## src/sv/assert_macros.svh

```systemverilog
// assertion helpers, sampled on the rising clock edge and off during reset
`ifndef ASSERT_MACROS_SVH
`define ASSERT_MACROS_SVH

// condition must hold at every edge
`define ASSERT_ALWAYS(lbl, cond, msg) \
	lbl: assert property (@(posedge clk) disable iff (!arst_n) (cond)) else $error(msg);

// condition must never hold
`define ASSERT_NEVER(lbl, cond, msg) \
	lbl: assert property (@(posedge clk) disable iff (!arst_n) !(cond)) else $error(msg);

// antecedent implies consequent in the same cycle
`define ASSERT_IMPLY(lbl, ante, cons, msg) \
	lbl: assert property (@(posedge clk) disable iff (!arst_n) (ante) |-> (cons)) else $error(msg);

`endif

```

## src/sv/m3alu_pkg.sv

```systemverilog
`default_nettype none

package m3alu_pkg;

	localparam int DATA_W = 32;
	localparam int ACT_W  = 3;

	typedef enum logic [ACT_W-1:0] {
		ACT_MUL = 3'd0,
		ACT_ADD = 3'd1,
		ACT_SUB = 3'd2,
		ACT_TRN = 3'd3,
		ACT_EQU = 3'd4
	} act_t;

	typedef enum logic [1:0] {
		ST_LOAD,
		ST_ISSUE,
		ST_WAIT
	} st_t;

	// one step token sent from the sequencer into the datapath
	typedef struct packed {
		logic valid;
		logic first;
		logic last_step;
		logic last_elem;
	} issue_t;

endpackage

`default_nettype wire

```

## src/sv/matrix3_alu.sv

```systemverilog
// matrix3_alu: MATRIX_DIM x MATRIX_DIM matrix unit, signed fixed point with
// FRACTION_BITS fraction bits (Q16.16 by default).
// input stream: one element per item, matrix A row-major, then matrix B
// row-major except for transpose. tuser of the first item of a set picks
// the action (0 mul, 1 add, 2 sub, 3 transpose, 4 equality); an unknown
// code on the first item drops that item.
// output stream: the result elements row-major with tlast on the final one,
// or a single item with tuser set when A equals B for the equality test.
// s_tready stays high while loading, so an element is taken whenever s_tvalid
// is high. after the last element s_tready stays low while one multiplier/adder
// works through the results: each output element is built from steps issued
// one after another, MATRIX_DIM for multiply, 1 for add, subtract and
// transpose, and MATRIX_DIM^2 for the one equality result.
// a finished result waits in the output register; the next one is computed
// behind it, and the unit stalls only when both are held by the receiver.
// reset clears the sequencer and the output valid; stored matrices are not
// cleared since every set rewrites them before use.
`default_nettype none
`include "assert_macros.svh"

module matrix3_alu #(
	parameter int MATRIX_DIM = 3,
	parameter int FRACTION_BITS = 16
) (
	input  wire logic        clk,
	input  wire logic        arst_n,
	input  wire logic        s_tvalid,
	output logic             s_tready,
	input  wire logic [31:0] s_tdata,   // [31:0] element_value
	input  wire logic [2:0]  s_tuser,   // [2:0] action
	output logic             m_tvalid,
	input  wire logic        m_tready,
	output logic [31:0]      m_tdata,   // [31:0] result_value
	output logic [0:0]       m_tuser,   // [0] matrices_equal
	output logic             m_tlast
);

	localparam int CELLS  = MATRIX_DIM * MATRIX_DIM;
	localparam int CELL_W = $clog2(CELLS);

	m3alu_pkg::act_t   act;
	m3alu_pkg::issue_t iss;
	logic              drained, wr_en, wr_sel_b;
	logic [CELL_W-1:0] wr_addr, addr_a, addr_b;

	m3alu_seq #(
		.MATRIX_DIM(MATRIX_DIM)
	) u_seq (
		.clk      (clk),
		.arst_n   (arst_n),
		.s_tvalid (s_tvalid),
		.s_tuser  (s_tuser),
		.drained  (drained),
		.ready    (s_tready),
		.act      (act),
		.iss      (iss),
		.wr_en    (wr_en),
		.wr_sel_b (wr_sel_b),
		.wr_addr  (wr_addr),
		.addr_a   (addr_a),
		.addr_b   (addr_b)
	);

	m3alu_dp #(
		.MATRIX_DIM   (MATRIX_DIM),
		.FRACTION_BITS(FRACTION_BITS)
	) u_dp (
		.clk      (clk),
		.arst_n   (arst_n),
		.act      (act),
		.iss      (iss),
		.addr_a   (addr_a),
		.addr_b   (addr_b),
		.wr_en    (wr_en),
		.wr_sel_b (wr_sel_b),
		.wr_addr  (wr_addr),
		.wr_data  (s_tdata),
		.drained  (drained),
		.m_tvalid (m_tvalid),
		.m_tready (m_tready),
		.m_tdata  (m_tdata),
		.m_tuser  (m_tuser),
		.m_tlast  (m_tlast)
	);

	`ASSERT_NEVER(a_ready_while_busy, s_tready && !drained, "input ready while datapath busy")
	`ASSERT_NEVER(a_issue_while_load, iss.valid && s_tready, "step issued while loading")
	`ASSERT_IMPLY(a_equal_is_last, m_tvalid && m_tuser[0], m_tlast, "equality flag not on last item")

endmodule

`default_nettype wire

```

## src/sv/m3alu_seq.sv

```systemverilog
`default_nettype none

module m3alu_seq #(
	parameter int MATRIX_DIM = 3,
	localparam int CELLS = MATRIX_DIM * MATRIX_DIM,
	localparam int CELL_W = $clog2(CELLS)
) (
	input  wire logic                          clk,
	input  wire logic                          arst_n,
	input  wire logic                          s_tvalid,
	input  wire logic [m3alu_pkg::ACT_W-1:0]   s_tuser,
	input  wire logic                          drained,
	output logic                               ready,
	output m3alu_pkg::act_t                    act,
	output m3alu_pkg::issue_t                  iss,
	output logic                               wr_en,
	output logic                               wr_sel_b,
	output logic [CELL_W-1:0]                  wr_addr,
	output logic [CELL_W-1:0]                  addr_a,
	output logic [CELL_W-1:0]                  addr_b
);

	localparam int IDX_W  = $clog2(MATRIX_DIM);
	localparam int LOAD_W = $clog2(2 * CELLS);
	localparam logic [CELL_W-1:0] DIM_C = CELL_W'(MATRIX_DIM);

	m3alu_pkg::st_t  state_q, state_d;
	m3alu_pkg::act_t held_q, act_now;
	logic [LOAD_W-1:0] load_q, need_last;
	logic [IDX_W-1:0]  row_q, col_q;
	logic [CELL_W-1:0] step_q, rowx, colx;
	logic accept, bad, load_done, last_step, last_elem;

	always_comb begin
		accept    = s_tvalid && ready;
		// unknown action code on the first item drops that item
		bad       = (load_q == '0) && (s_tuser > m3alu_pkg::ACT_EQU);
		act_now   = (load_q == '0) ? m3alu_pkg::act_t'(s_tuser) : held_q;
		need_last = (act_now == m3alu_pkg::ACT_TRN) ? LOAD_W'(CELLS - 1) : LOAD_W'(2 * CELLS - 1);
		load_done = accept && !bad && (load_q == need_last);
		case (held_q)
			m3alu_pkg::ACT_MUL: last_step = (step_q == CELL_W'(MATRIX_DIM - 1));
			m3alu_pkg::ACT_EQU: last_step = (step_q == CELL_W'(CELLS - 1));
			default:            last_step = 1'b1;
		endcase
		last_elem = (held_q == m3alu_pkg::ACT_EQU) ||
			((row_q == IDX_W'(MATRIX_DIM - 1)) && (col_q == IDX_W'(MATRIX_DIM - 1)));
	end

	// next state
	always_comb begin
		state_d = state_q;
		case (state_q)
			m3alu_pkg::ST_LOAD: begin
				if (load_done) state_d = m3alu_pkg::ST_ISSUE;
			end
			m3alu_pkg::ST_ISSUE: begin
				if (last_step) state_d = m3alu_pkg::ST_WAIT;
			end
			m3alu_pkg::ST_WAIT: begin
				if (drained) state_d = last_elem ? m3alu_pkg::ST_LOAD : m3alu_pkg::ST_ISSUE;
			end
			default: state_d = m3alu_pkg::ST_LOAD;
		endcase
	end

	// outputs
	always_comb begin
		ready         = (state_q == m3alu_pkg::ST_LOAD);
		act           = held_q;
		iss.valid     = (state_q == m3alu_pkg::ST_ISSUE);
		iss.first     = (step_q == '0);
		iss.last_step = last_step;
		iss.last_elem = last_elem;
		wr_en         = accept && !bad;
		wr_sel_b      = (load_q >= LOAD_W'(CELLS));
		wr_addr       = wr_sel_b ? CELL_W'(load_q - LOAD_W'(CELLS)) : CELL_W'(load_q);
	end

	// read addresses for the current step
	always_comb begin
		rowx = CELL_W'(row_q);
		colx = CELL_W'(col_q);
		case (held_q)
			m3alu_pkg::ACT_MUL: begin
				addr_a = rowx * DIM_C + step_q;
				addr_b = step_q * DIM_C + colx;
			end
			m3alu_pkg::ACT_TRN: begin
				addr_a = colx * DIM_C + rowx;
				addr_b = colx * DIM_C + rowx;
			end
			m3alu_pkg::ACT_EQU: begin
				addr_a = step_q;
				addr_b = step_q;
			end
			default: begin
				addr_a = rowx * DIM_C + colx;
				addr_b = rowx * DIM_C + colx;
			end
		endcase
	end

	always_ff @(posedge clk or negedge arst_n) begin
		if (!arst_n) begin
			state_q <= m3alu_pkg::ST_LOAD;
			held_q  <= m3alu_pkg::ACT_MUL;
			load_q  <= '0;
			row_q   <= '0;
			col_q   <= '0;
			step_q  <= '0;
		end else begin
			state_q <= state_d;
			if (accept && !bad) begin
				if (load_q == '0) held_q <= m3alu_pkg::act_t'(s_tuser);
				load_q <= load_done ? '0 : load_q + LOAD_W'(1);
			end
			if (state_q == m3alu_pkg::ST_ISSUE) begin
				step_q <= last_step ? '0 : step_q + CELL_W'(1);
			end
			if ((state_q == m3alu_pkg::ST_WAIT) && drained && !last_elem) begin
				if (col_q == IDX_W'(MATRIX_DIM - 1)) begin
					col_q <= '0;
					row_q <= row_q + IDX_W'(1);
				end else begin
					col_q <= col_q + IDX_W'(1);
				end
			end
			if (load_done) begin
				row_q  <= '0;
				col_q  <= '0;
				step_q <= '0;
			end
		end
	end

endmodule

`default_nettype wire

```

## src/sv/m3alu_dp.sv

```systemverilog
`default_nettype none

module m3alu_dp #(
	parameter int MATRIX_DIM = 3,
	parameter int FRACTION_BITS = 16,
	localparam int CELLS = MATRIX_DIM * MATRIX_DIM,
	localparam int CELL_W = $clog2(CELLS)
) (
	input  wire logic                               clk,
	input  wire logic                               arst_n,
	input  wire m3alu_pkg::act_t                    act,
	input  wire m3alu_pkg::issue_t                  iss,
	input  wire logic [CELL_W-1:0]                  addr_a,
	input  wire logic [CELL_W-1:0]                  addr_b,
	input  wire logic                               wr_en,
	input  wire logic                               wr_sel_b,
	input  wire logic [CELL_W-1:0]                  wr_addr,
	input  wire logic signed [m3alu_pkg::DATA_W-1:0] wr_data,
	output logic                                    drained,
	output logic                                    m_tvalid,
	input  wire logic                               m_tready,
	output logic [m3alu_pkg::DATA_W-1:0]            m_tdata,
	output logic [0:0]                              m_tuser,
	output logic                                    m_tlast
);

	localparam logic signed [63:0] MAX64 = {1'b0, {63{1'b1}}};
	localparam logic signed [63:0] MIN64 = {1'b1, {63{1'b0}}};

	logic signed [31:0] mem_a [CELLS];
	logic signed [31:0] mem_b [CELLS];

	m3alu_pkg::issue_t tok_s1, tok_s2;
	logic signed [31:0] a_s1, b_s1;
	logic signed [63:0] term_s2;
	logic               eq_s2;
	logic signed [63:0] acc_q, term, base, acc_next;
	logic        [64:0] sum65;
	logic               eq_q;
	logic               res_pending_q, res_last_q, out_valid_q, load_out;
	logic        [31:0] sat_val, out_data_q;
	logic               out_eq_q, out_last_q;

	function automatic logic signed [63:0] sext64(input logic signed [31:0] v);
		return {{32{v[31]}}, v};
	endfunction

	// operand stores and registered reads
	always_ff @(posedge clk) begin
		if (wr_en && !wr_sel_b) mem_a[wr_addr] <= wr_data;
		if (wr_en && wr_sel_b)  mem_b[wr_addr] <= wr_data;
		if (iss.valid) begin
			a_s1 <= mem_a[addr_a];
			b_s1 <= mem_b[addr_b];
		end
	end

	// shared unit: one multiplier, or the add / subtract / compare / transpose copy
	always_ff @(posedge clk) begin
		if (tok_s1.valid) begin
			eq_s2 <= (a_s1 == b_s1);
			case (act)
				m3alu_pkg::ACT_MUL: term_s2 <= a_s1 * b_s1;
				m3alu_pkg::ACT_ADD: term_s2 <= sext64(a_s1) + sext64(b_s1);
				m3alu_pkg::ACT_SUB: term_s2 <= sext64(a_s1) - sext64(b_s1);
				m3alu_pkg::ACT_TRN: term_s2 <= sext64(a_s1);
				default:            term_s2 <= '0;
			endcase
		end
	end

	// products round toward minus infinity, then a saturating 64-bit accumulate
	always_comb begin
		term  = (act == m3alu_pkg::ACT_MUL) ? (term_s2 >>> FRACTION_BITS) : term_s2;
		base  = tok_s2.first ? '0 : acc_q;
		sum65 = {base[63], base} + {term[63], term};
		if (sum65[64] != sum65[63]) acc_next = sum65[64] ? MIN64 : MAX64;
		else                        acc_next = sum65[63:0];
		if ((&acc_q[63:31]) || !(|acc_q[63:31])) sat_val = acc_q[31:0];
		else sat_val = acc_q[63] ? 32'h8000_0000 : 32'h7fff_ffff;
		load_out = res_pending_q && (!out_valid_q || m_tready);
		drained  = !tok_s1.valid && !tok_s2.valid && !res_pending_q;
	end

	always_ff @(posedge clk) begin
		if (tok_s2.valid) begin
			acc_q <= acc_next;
			eq_q  <= tok_s2.first ? eq_s2 : (eq_q && eq_s2);
			if (tok_s2.last_step) res_last_q <= tok_s2.last_elem;
		end
		if (load_out) begin
			out_data_q <= (act == m3alu_pkg::ACT_EQU) ? '0 : sat_val;
			out_eq_q   <= (act == m3alu_pkg::ACT_EQU) && eq_q;
			out_last_q <= res_last_q;
		end
	end

	always_ff @(posedge clk or negedge arst_n) begin
		if (!arst_n) begin
			tok_s1        <= '0;
			tok_s2        <= '0;
			res_pending_q <= 1'b0;
			out_valid_q   <= 1'b0;
		end else begin
			tok_s1 <= iss;
			tok_s2 <= tok_s1;
			if (tok_s2.valid && tok_s2.last_step) res_pending_q <= 1'b1;
			else if (load_out)                    res_pending_q <= 1'b0;
			if (load_out)      out_valid_q <= 1'b1;
			else if (m_tready) out_valid_q <= 1'b0;
		end
	end

	assign m_tvalid   = out_valid_q;
	assign m_tdata    = out_data_q;
	assign m_tuser[0] = out_eq_q;
	assign m_tlast    = out_last_q;

endmodule

`default_nettype wire

```

## config.mk

```make
export PLATFORM = sky130hd
export DESIGN_NAME = matrix3_alu
export DESIGN_NICKNAME = d
export VERILOG_FILES = /design/src/sv/m3alu_pkg.sv /design/src/sv/matrix3_alu.sv /design/src/sv/m3alu_seq.sv /design/src/sv/m3alu_dp.sv
export VERILOG_INCLUDE_DIRS = /design/src /design/src/sv
export SDC_FILE = /design/constraint.sdc
export NUM_CORES = 2
export LEC_CHECK = 0
export BUFFER_PORTS_ARGS = -buffer_cell sky130_fd_sc_hd__buf_2
export CAP_MARGIN = 25
export CORE_ASPECT_RATIO = 2
export CORE_MARGIN = 4
export CORE_UTILIZATION = 45
export DETAILED_ROUTE_END_ITERATION = 8
export GPL_TIMING_DRIVEN = 0
export SLEW_MARGIN = 25
export SYNTH_ARGS = -nofsm -noshare
export SYNTH_HDL_FRONTEND = slang
export SYNTH_SLANG_ARGS = --single-unit
```

## constraint.sdc

```tcl
create_clock -name clk -period 9.9 [get_ports clk]
set_input_delay 0.99 -clock clk [delete_from_list [all_inputs] [get_ports clk]]
set_output_delay 0.99 -clock clk [all_outputs]
set_load 0.01 [all_outputs]
```

After elaboration in Yosys (flattened, before gate mapping). Memories as Yosys holds them, arrays and structs flattened. A register that Yosys moved wholly into a read port is not among the register bits. Index checks and enable logic that the tools add are counted.

Bits in registers: 193. RAM bits: 576. Input port bits: 39. Output and inout port bits: 36. Logic and storage cells: 138. Memories: 2.

$add $sub $neg: 12. Multiply operators: 4. Order comparisons: 2. Eq/ne operators: 17. Muxes and demuxes: 37. Reduce and logical (&&, ||, !) cells: 40.

Memory list: u_dp.mem_a (words 9, width 32, rd ports 1, clocked after Yosys merged registers in 1, wr ports 1, RTL line m3alu_dp.sv:30) `logic signed [31:0] mem_a [CELLS];`; u_dp.mem_b (words 9, width 32, rd ports 1, clocked after Yosys merged registers in 1, wr ports 1, RTL line m3alu_dp.sv:31) `logic signed [31:0] mem_b [CELLS];`.

Operator list (number): $pmux 64 s4 (1); $mux 64 (3); $add 64x64->65 (1); $mul 32x32->64 (1); $mux 32 (2); $mux 63 (1); $add 32x32->33 (1); $reduce_and 33->1 (1); $reduce_or 33->1 (1); $sub 32x32->33 (1); $eq 32x32->1 (1); $pmux 4 s3 (2); $mux 2 (9); $mux 4 (4); $logic_and 1x1->1 (15); $add 4x2->4 (3); $mux 1 (10); $mux 5 (2); $reduce_bool 2->1 (5); $eq 3x2->1 const B (3); $logic_not 1->1 (8); $mul 2x2->4 const B (2); $eq 2x2->1 const B (3); $pmux 2 s3 (1); other kinds (26) (31).

Depth between registers and ports, before layout.
Word-level depth: 8. Gate-level depth with buffers: 29. Depth with buffers taken out: 27.

Modules after synthesis. From an unflattened synthesis, not the netlist that was laid out.

Cells, all modules: 6869. Area, all modules: 76483.4 µm².

By module, submodules not included: m3alu_dp (times used 1, cells each 6663, area each 74676.6 µm², sequential area each 24423.4 µm²); m3alu_seq (times used 1, cells each 206, area each 1806.7 µm², sequential area each 450.4 µm²).

Least setup slack after synthesis. Ideal clock, no wire load.

Kind: flip-flop to flip-flop. Start point: register u_dp.a_s1[31] (read register of u_dp.mem_a). End point: register u_dp.term_s2[61], data pin. Setup time: 0.272 ns. Arrival time: 7.802 ns. Data required time: 9.628 ns. Slack: 1.826 ns. Stages on the path, launching flop included: 30. Path buffers: 3. Period minus slack after synthesis: 8.074 ns. Cell sequence: edfxtp_1 -> clkbuf_1 -> clkbuf_1 -> nand2_1 -> inv_1 -> fa_1 -> inv_1 -> fa_1 -> inv_1 -> fa_1 -> fa_1 -> inv_1 -> fa_1 -> inv_1 -> fa_1 -> inv_1 -> fa_1 -> inv_1 -> fa_1 -> ha_1 -> clkbuf_1 -> a21oi_1 -> o21bai_1 -> a21oi_1 -> nor2b_1 -> a22o_1 -> a31oi_1 -> a221oi_1 -> xor2_1 -> o21ai_0.

Word-level cells in the longest chain between the ends: 2. Elaborated cells between the ends (all ways): 4. Those cells by class: 2 x add/sub; 1 x mul; 1 x mux.

RTL lines: start: declaration (RTL line m3alu_dp.sv:34) `logic signed [31:0] a_s1, b_s1;`; $mul 32x32->64 (tied with other cells) (RTL line m3alu_dp.sv:63) `m3alu_pkg::ACT_MUL: term_s2 <= a_s1 * b_s1;`; $pmux 64 s4 * (RTL line m3alu_dp.sv:62) `case (act)`; end signal: assignment (RTL line m3alu_dp.sv:63); end signal: assignment (RTL line m3alu_dp.sv:64) `m3alu_pkg::ACT_ADD: term_s2 <= sext64(a_s1) + sext64(b_s1);`; end signal: assignment (RTL line m3alu_dp.sv:65) `m3alu_pkg::ACT_SUB: term_s2 <= sext64(a_s1) - sext64(b_s1);`; end: declaration (RTL line m3alu_dp.sv:35) `logic signed [63:0] term_s2;`.

Mark *: on every way between the ends. The rest lies on a longest branch, timed or not. A chain may end at the register's enable or synchronous reset.

Worst setup path after layout.
Start point: register u_dp.a_s1[0] (read register of u_dp.mem_a). End point: register u_dp.term_s2[61], data pin.

Same word-level chain as after synthesis.

==> impl_metrics.yaml <==
synth:
  synthFlopType: "edfxtp_1"
  synthesis.area_um2: 76640
  syn_inst: 6894
  synthDistinctLibCells: 93
  seq_area_frac_synth_pct: 32.45
  async_flop_share_pct: 3.361
  synth-edff-count: 805
  syn_nets: 8361
  yosys_warnings: 0
  avgSynthCellArea_um2: 11.12
  ys_ff_latch: 833
sta:
  slew_viol_final: 0
  tightestPinTransition_ns: 1.225
  hold_violations: 0
  fin_tns_setup_ns: -0.2956
  timing.slew.headroom_pct: 18.32
  finalCritPeriodShare_pct: 102.6
  period_needed_ns: 10.16
  setup_slack_ns: -0.2569
  setup_violations: 2
  hold_ws_ns: 0.2821
  finalClockSkew_ns: 0.06798
  timing.fmax_ghz: 0.09846
floorplanning:
  num_rows: 214
  die-width_um: 299.8
  core_um2: 169800
  die_area_um2: 177400
  die_h_um: 591.6
  start_util_pct: 45.15
  ios: 75
hold_path:
  min_path_type: "primary input to async pin"
setup_path:
  startpoint_type: "flop"
  rrSetupSlack_ns: -0.26
  worst-endpoint-arrival_ns: 10.61
  endpoint_kind: "flop"
  critPathKind: "flop to flop"
  worstRegToRegCells: 24
  crit_path_max_fanout: 10
  rr_startpoint: "u_dp.a_s1[0]$_DFFE_PP_"
  critical_path.most_common_cell: "fa_1"
  path_cells: "clkbuf_4 -> clkinv_1 -> clkbuf_2 -> nor2_1 -> ha_1 -> fa_1 -> fa_1 -> fa_1 -> fa_1 -> fa_1 -> fa_1 -> fa_1 -> ha_1 -> clkbuf_1 -> a21o_1 -> a31oi_1 -> nand2_1 -> a41oi_1 -> o211ai_1 -> o21ai_0 -> a31oi_1 -> a221oi_1 -> xor2_1 -> o21ai_0"
  crit_required_ns: 10.35
  r2r_end: "u_dp.term_s2[61]$_DFFE_PP_"
  cp_slowest_cell: "nor2_1"
  critPathMaxStageDelay_ns: 0.95
cells_and_area:
  nFillCells: 15810
  fin_util_pct: 49.34
  synthToLayoutAreaGrowth_pct: 9.281
  design_area_um2: 83760
  multiInputGateArea_um2: 46650
  drive_gt1_share_pct: 8.609
  finalNetCount: 8572
  seq_area_um2: 24880
global_route:
  grt_pass1_vias: 60090
  grt.total_usage_pct: 37.46
  antenna_found_initial: 27
  grt_pass1_wl_mm: 453.9
  grt_max_degree: 56
  grt-ovfl-total: 0
routing:
  wire_per_inst_um: 34.69
  drt_iter0_markers: 4545
  drt_wl_total_mm: 327.9
  remaining_drc_errors: 0
  via_per_inst: 5.832
  vias: 55120
  drt-pass1-iter-count: 5
  postRouteAntennaNets: 0
clock_tree:
  clock_path_buffers: 3
  cts.sinks: 833
  worstSkewPairLatency_ns: 0.73
  cts-root-buf: "clkbuf_16"
  clkTransAtPathRegs_ns: 0.08
  cts_tree: "done"
  numCtsBuffers: 76
  h-tree-depth: 3
outcome:
  outcome: "finished, violations left"
  violations: "setup timing"
place:
  port_buffers: 74
  dpl_cell_area_um2: 80890
  gp_congestion: 1.075
  place_hpwl_mm: 268.6
flow_run:
  drv_cap: 0
-- cell usage in the layout, fill, tap and decap left out, types with 128 or more instances in the layout --
cell type | Yosys | routed
o21ai_0 | 251 | 249
nor2_1 | 225 | 202
and2_1 | 495 | 494
a21oi_1 | 260 | 256
nand2_1 | 822 | 821
fa_1 | 1091 | 1089
ha_1 | 337 | 337
mux4_2 | 128 | 128
clkbuf_1 | 321 | 241
inv_1 | 1055 | 1053
edfxtp_1 | 805 | 805
-- cell usage after synthesis (8+ instances only) --
master / instances / area share [%]
a21o_1: 111 / 1.1
xor2_1: 51 / 0.58
a221o_1: 9 / 0.12
mux2i_1: 69 / 0.90
xnor2_1: 95 / 1.1
o211ai_1: 19 / 0.19
o31ai_1: 16 / 0.16
nor2b_1: 91 / 0.74
o22ai_1: 15 / 0.12
ha_1: 337 / 5.5
o41ai_1: 9 / 0.10
o221ai_1: 9 / 0.10
a211oi_1: 18 / 0.18
and2_1: 495 / 4.0
dfrtp_1: 28 / 0.91
o21a_1: 18 / 0.18
or3_1: 14 / 0.11
a22oi_1: 23 / 0.23
a21oi_1: 260 / 1.7
o21bai_1: 35 / 0.34
mux4_2: 128 / 3.8
a31oi_1: 38 / 0.31
nand4_1: 35 / 0.29
inv_1: 1055 / 5.2
nor3_1: 38 / 0.25
buf_1: 15 / 0.073
nand3_1: 48 / 0.31
edfxtp_1: 805 / 32
a21oi_2: 21 / 0.24
and3_1: 31 / 0.25
or2_2: 8 / 0.065
clkbuf_1: 321 / 1.6
nor2_1: 225 / 1.1
a31o_2: 9 / 0.10
o21ai_0: 251 / 1.6
nand2b_1: 38 / 0.31
buf_2: 26 / 0.17
a221oi_1: 20 / 0.23
nand2_1: 822 / 4.0
fa_1: 1091 / 28
nor4_1: 13 / 0.11
-- logic make-up (layout without fill, tap and decap cells) --
kind of cell / count (synthesis) / in the layout / synth area share [%]
mux: 200 / 200 / 4.706
buf+inv: 1424 / 1697 / 7.049
fa+ha+maj: 1431 / 1431 / 34.04
flops: 833 / 833 / 32.45
xor+xnor: 146 / 146 / 1.668
other cells: 0 / 17 / 0
compound gates: 968 / 968 / 8.117
simple gates: 1892 / 1892 / 11.97
-- metal layers --
| layer | GRT usage, % | wire [um] |
|---|---|---|
| met4 | 40.19 | 46930 |
| met3 | 6.743 | 18130 |
| met1 | 33.28 | 93590 |
| met2 | 67.64 | 169200 |
| met5 | 0 | 23 |
-- worst max-delay path: cells and delay by family (launching register included) --
family          cells  cell delay [ns]
compound gates      8             2.42
xor+xnor            1             0.20
flops               1             0.74
buf+inv             4             1.53
fa+ha+maj           9             3.95
simple gates        2             1.02
-- area by class of cell --
cell class / count / share of cell area [%]
multi-input cells: 4637 / 55.70
diodes: 17 / 0.05079
plain buffers: 367 / 1.876
well taps: 2268 / 3.388
clock inverters: 49 / 0.7081
clock buffers: 91 / 2.363
repair buffers: 133 / 1.462
flip-flops and latches: 833 / 29.71
inverters: 1057 / 4.746
-- timing repair --
action	4_1_cts	5_1_grt
setup endpoints to repair	20	13
hold buffers	0	0
gates resized for setup	29	26
buffers inserted	4	9
-- stage by stage --
stage / worst slack (ns) / instances
after floorplan: 1.826 / 6894
after global placement: -4.341 / 9236
after CTS: 0.01798 / 9424
after global routing: -0.01272 / 9444
final: -0.2569 / 9452
after detailed placement: -1.579 / 9280
-- sequential cells by signal, indices dropped and copies added, names as in the netlist, 3 cells and up --
register,flops
u_dp.tok_s2,4
u_dp.b_s1,32
u_dp.mem_b,288
u_seq.load_q,5
u_seq.step_q,4
u_dp.tok_s1,4
u_dp.mem_a,288
u_seq.act,3
u_dp.m_tdata,32
u_dp.a_s1,32
u_dp.acc_q,64
u_dp.term_s2,64
-- how the worst max path moves through the flow --
stage | to | from | depth (start not counted)
6_report | u_dp.term_s2[61]$_DFFE_PP_ | u_dp.a_s1[0]$_DFFE_PP_ | 24
3_5_place_dp | u_dp.term_s2[58]$_DFFE_PP_ | u_dp.a_s1[31]$_DFFE_PP_ | 28
3_3_place_gp | u_dp.mem_b[0][5]$_DFFE_PP_ | s_tuser[1] | 5
2_1_floorplan | u_dp.term_s2[61]$_DFFE_PP_ | u_dp.a_s1[31]$_DFFE_PP_ | 29
4_1_cts | u_dp.term_s2[63]$_DFFE_PP_ | u_dp.a_s1[11]$_DFFE_PP_ | 23
5_1_grt | u_dp.term_s2[61]$_DFFE_PP_ | u_dp.b_s1[6]$_DFFE_PP_ | 29
Power is not shown: default switching activity piles up to over one toggle a cycle in this logic, so the estimate is an artifact.
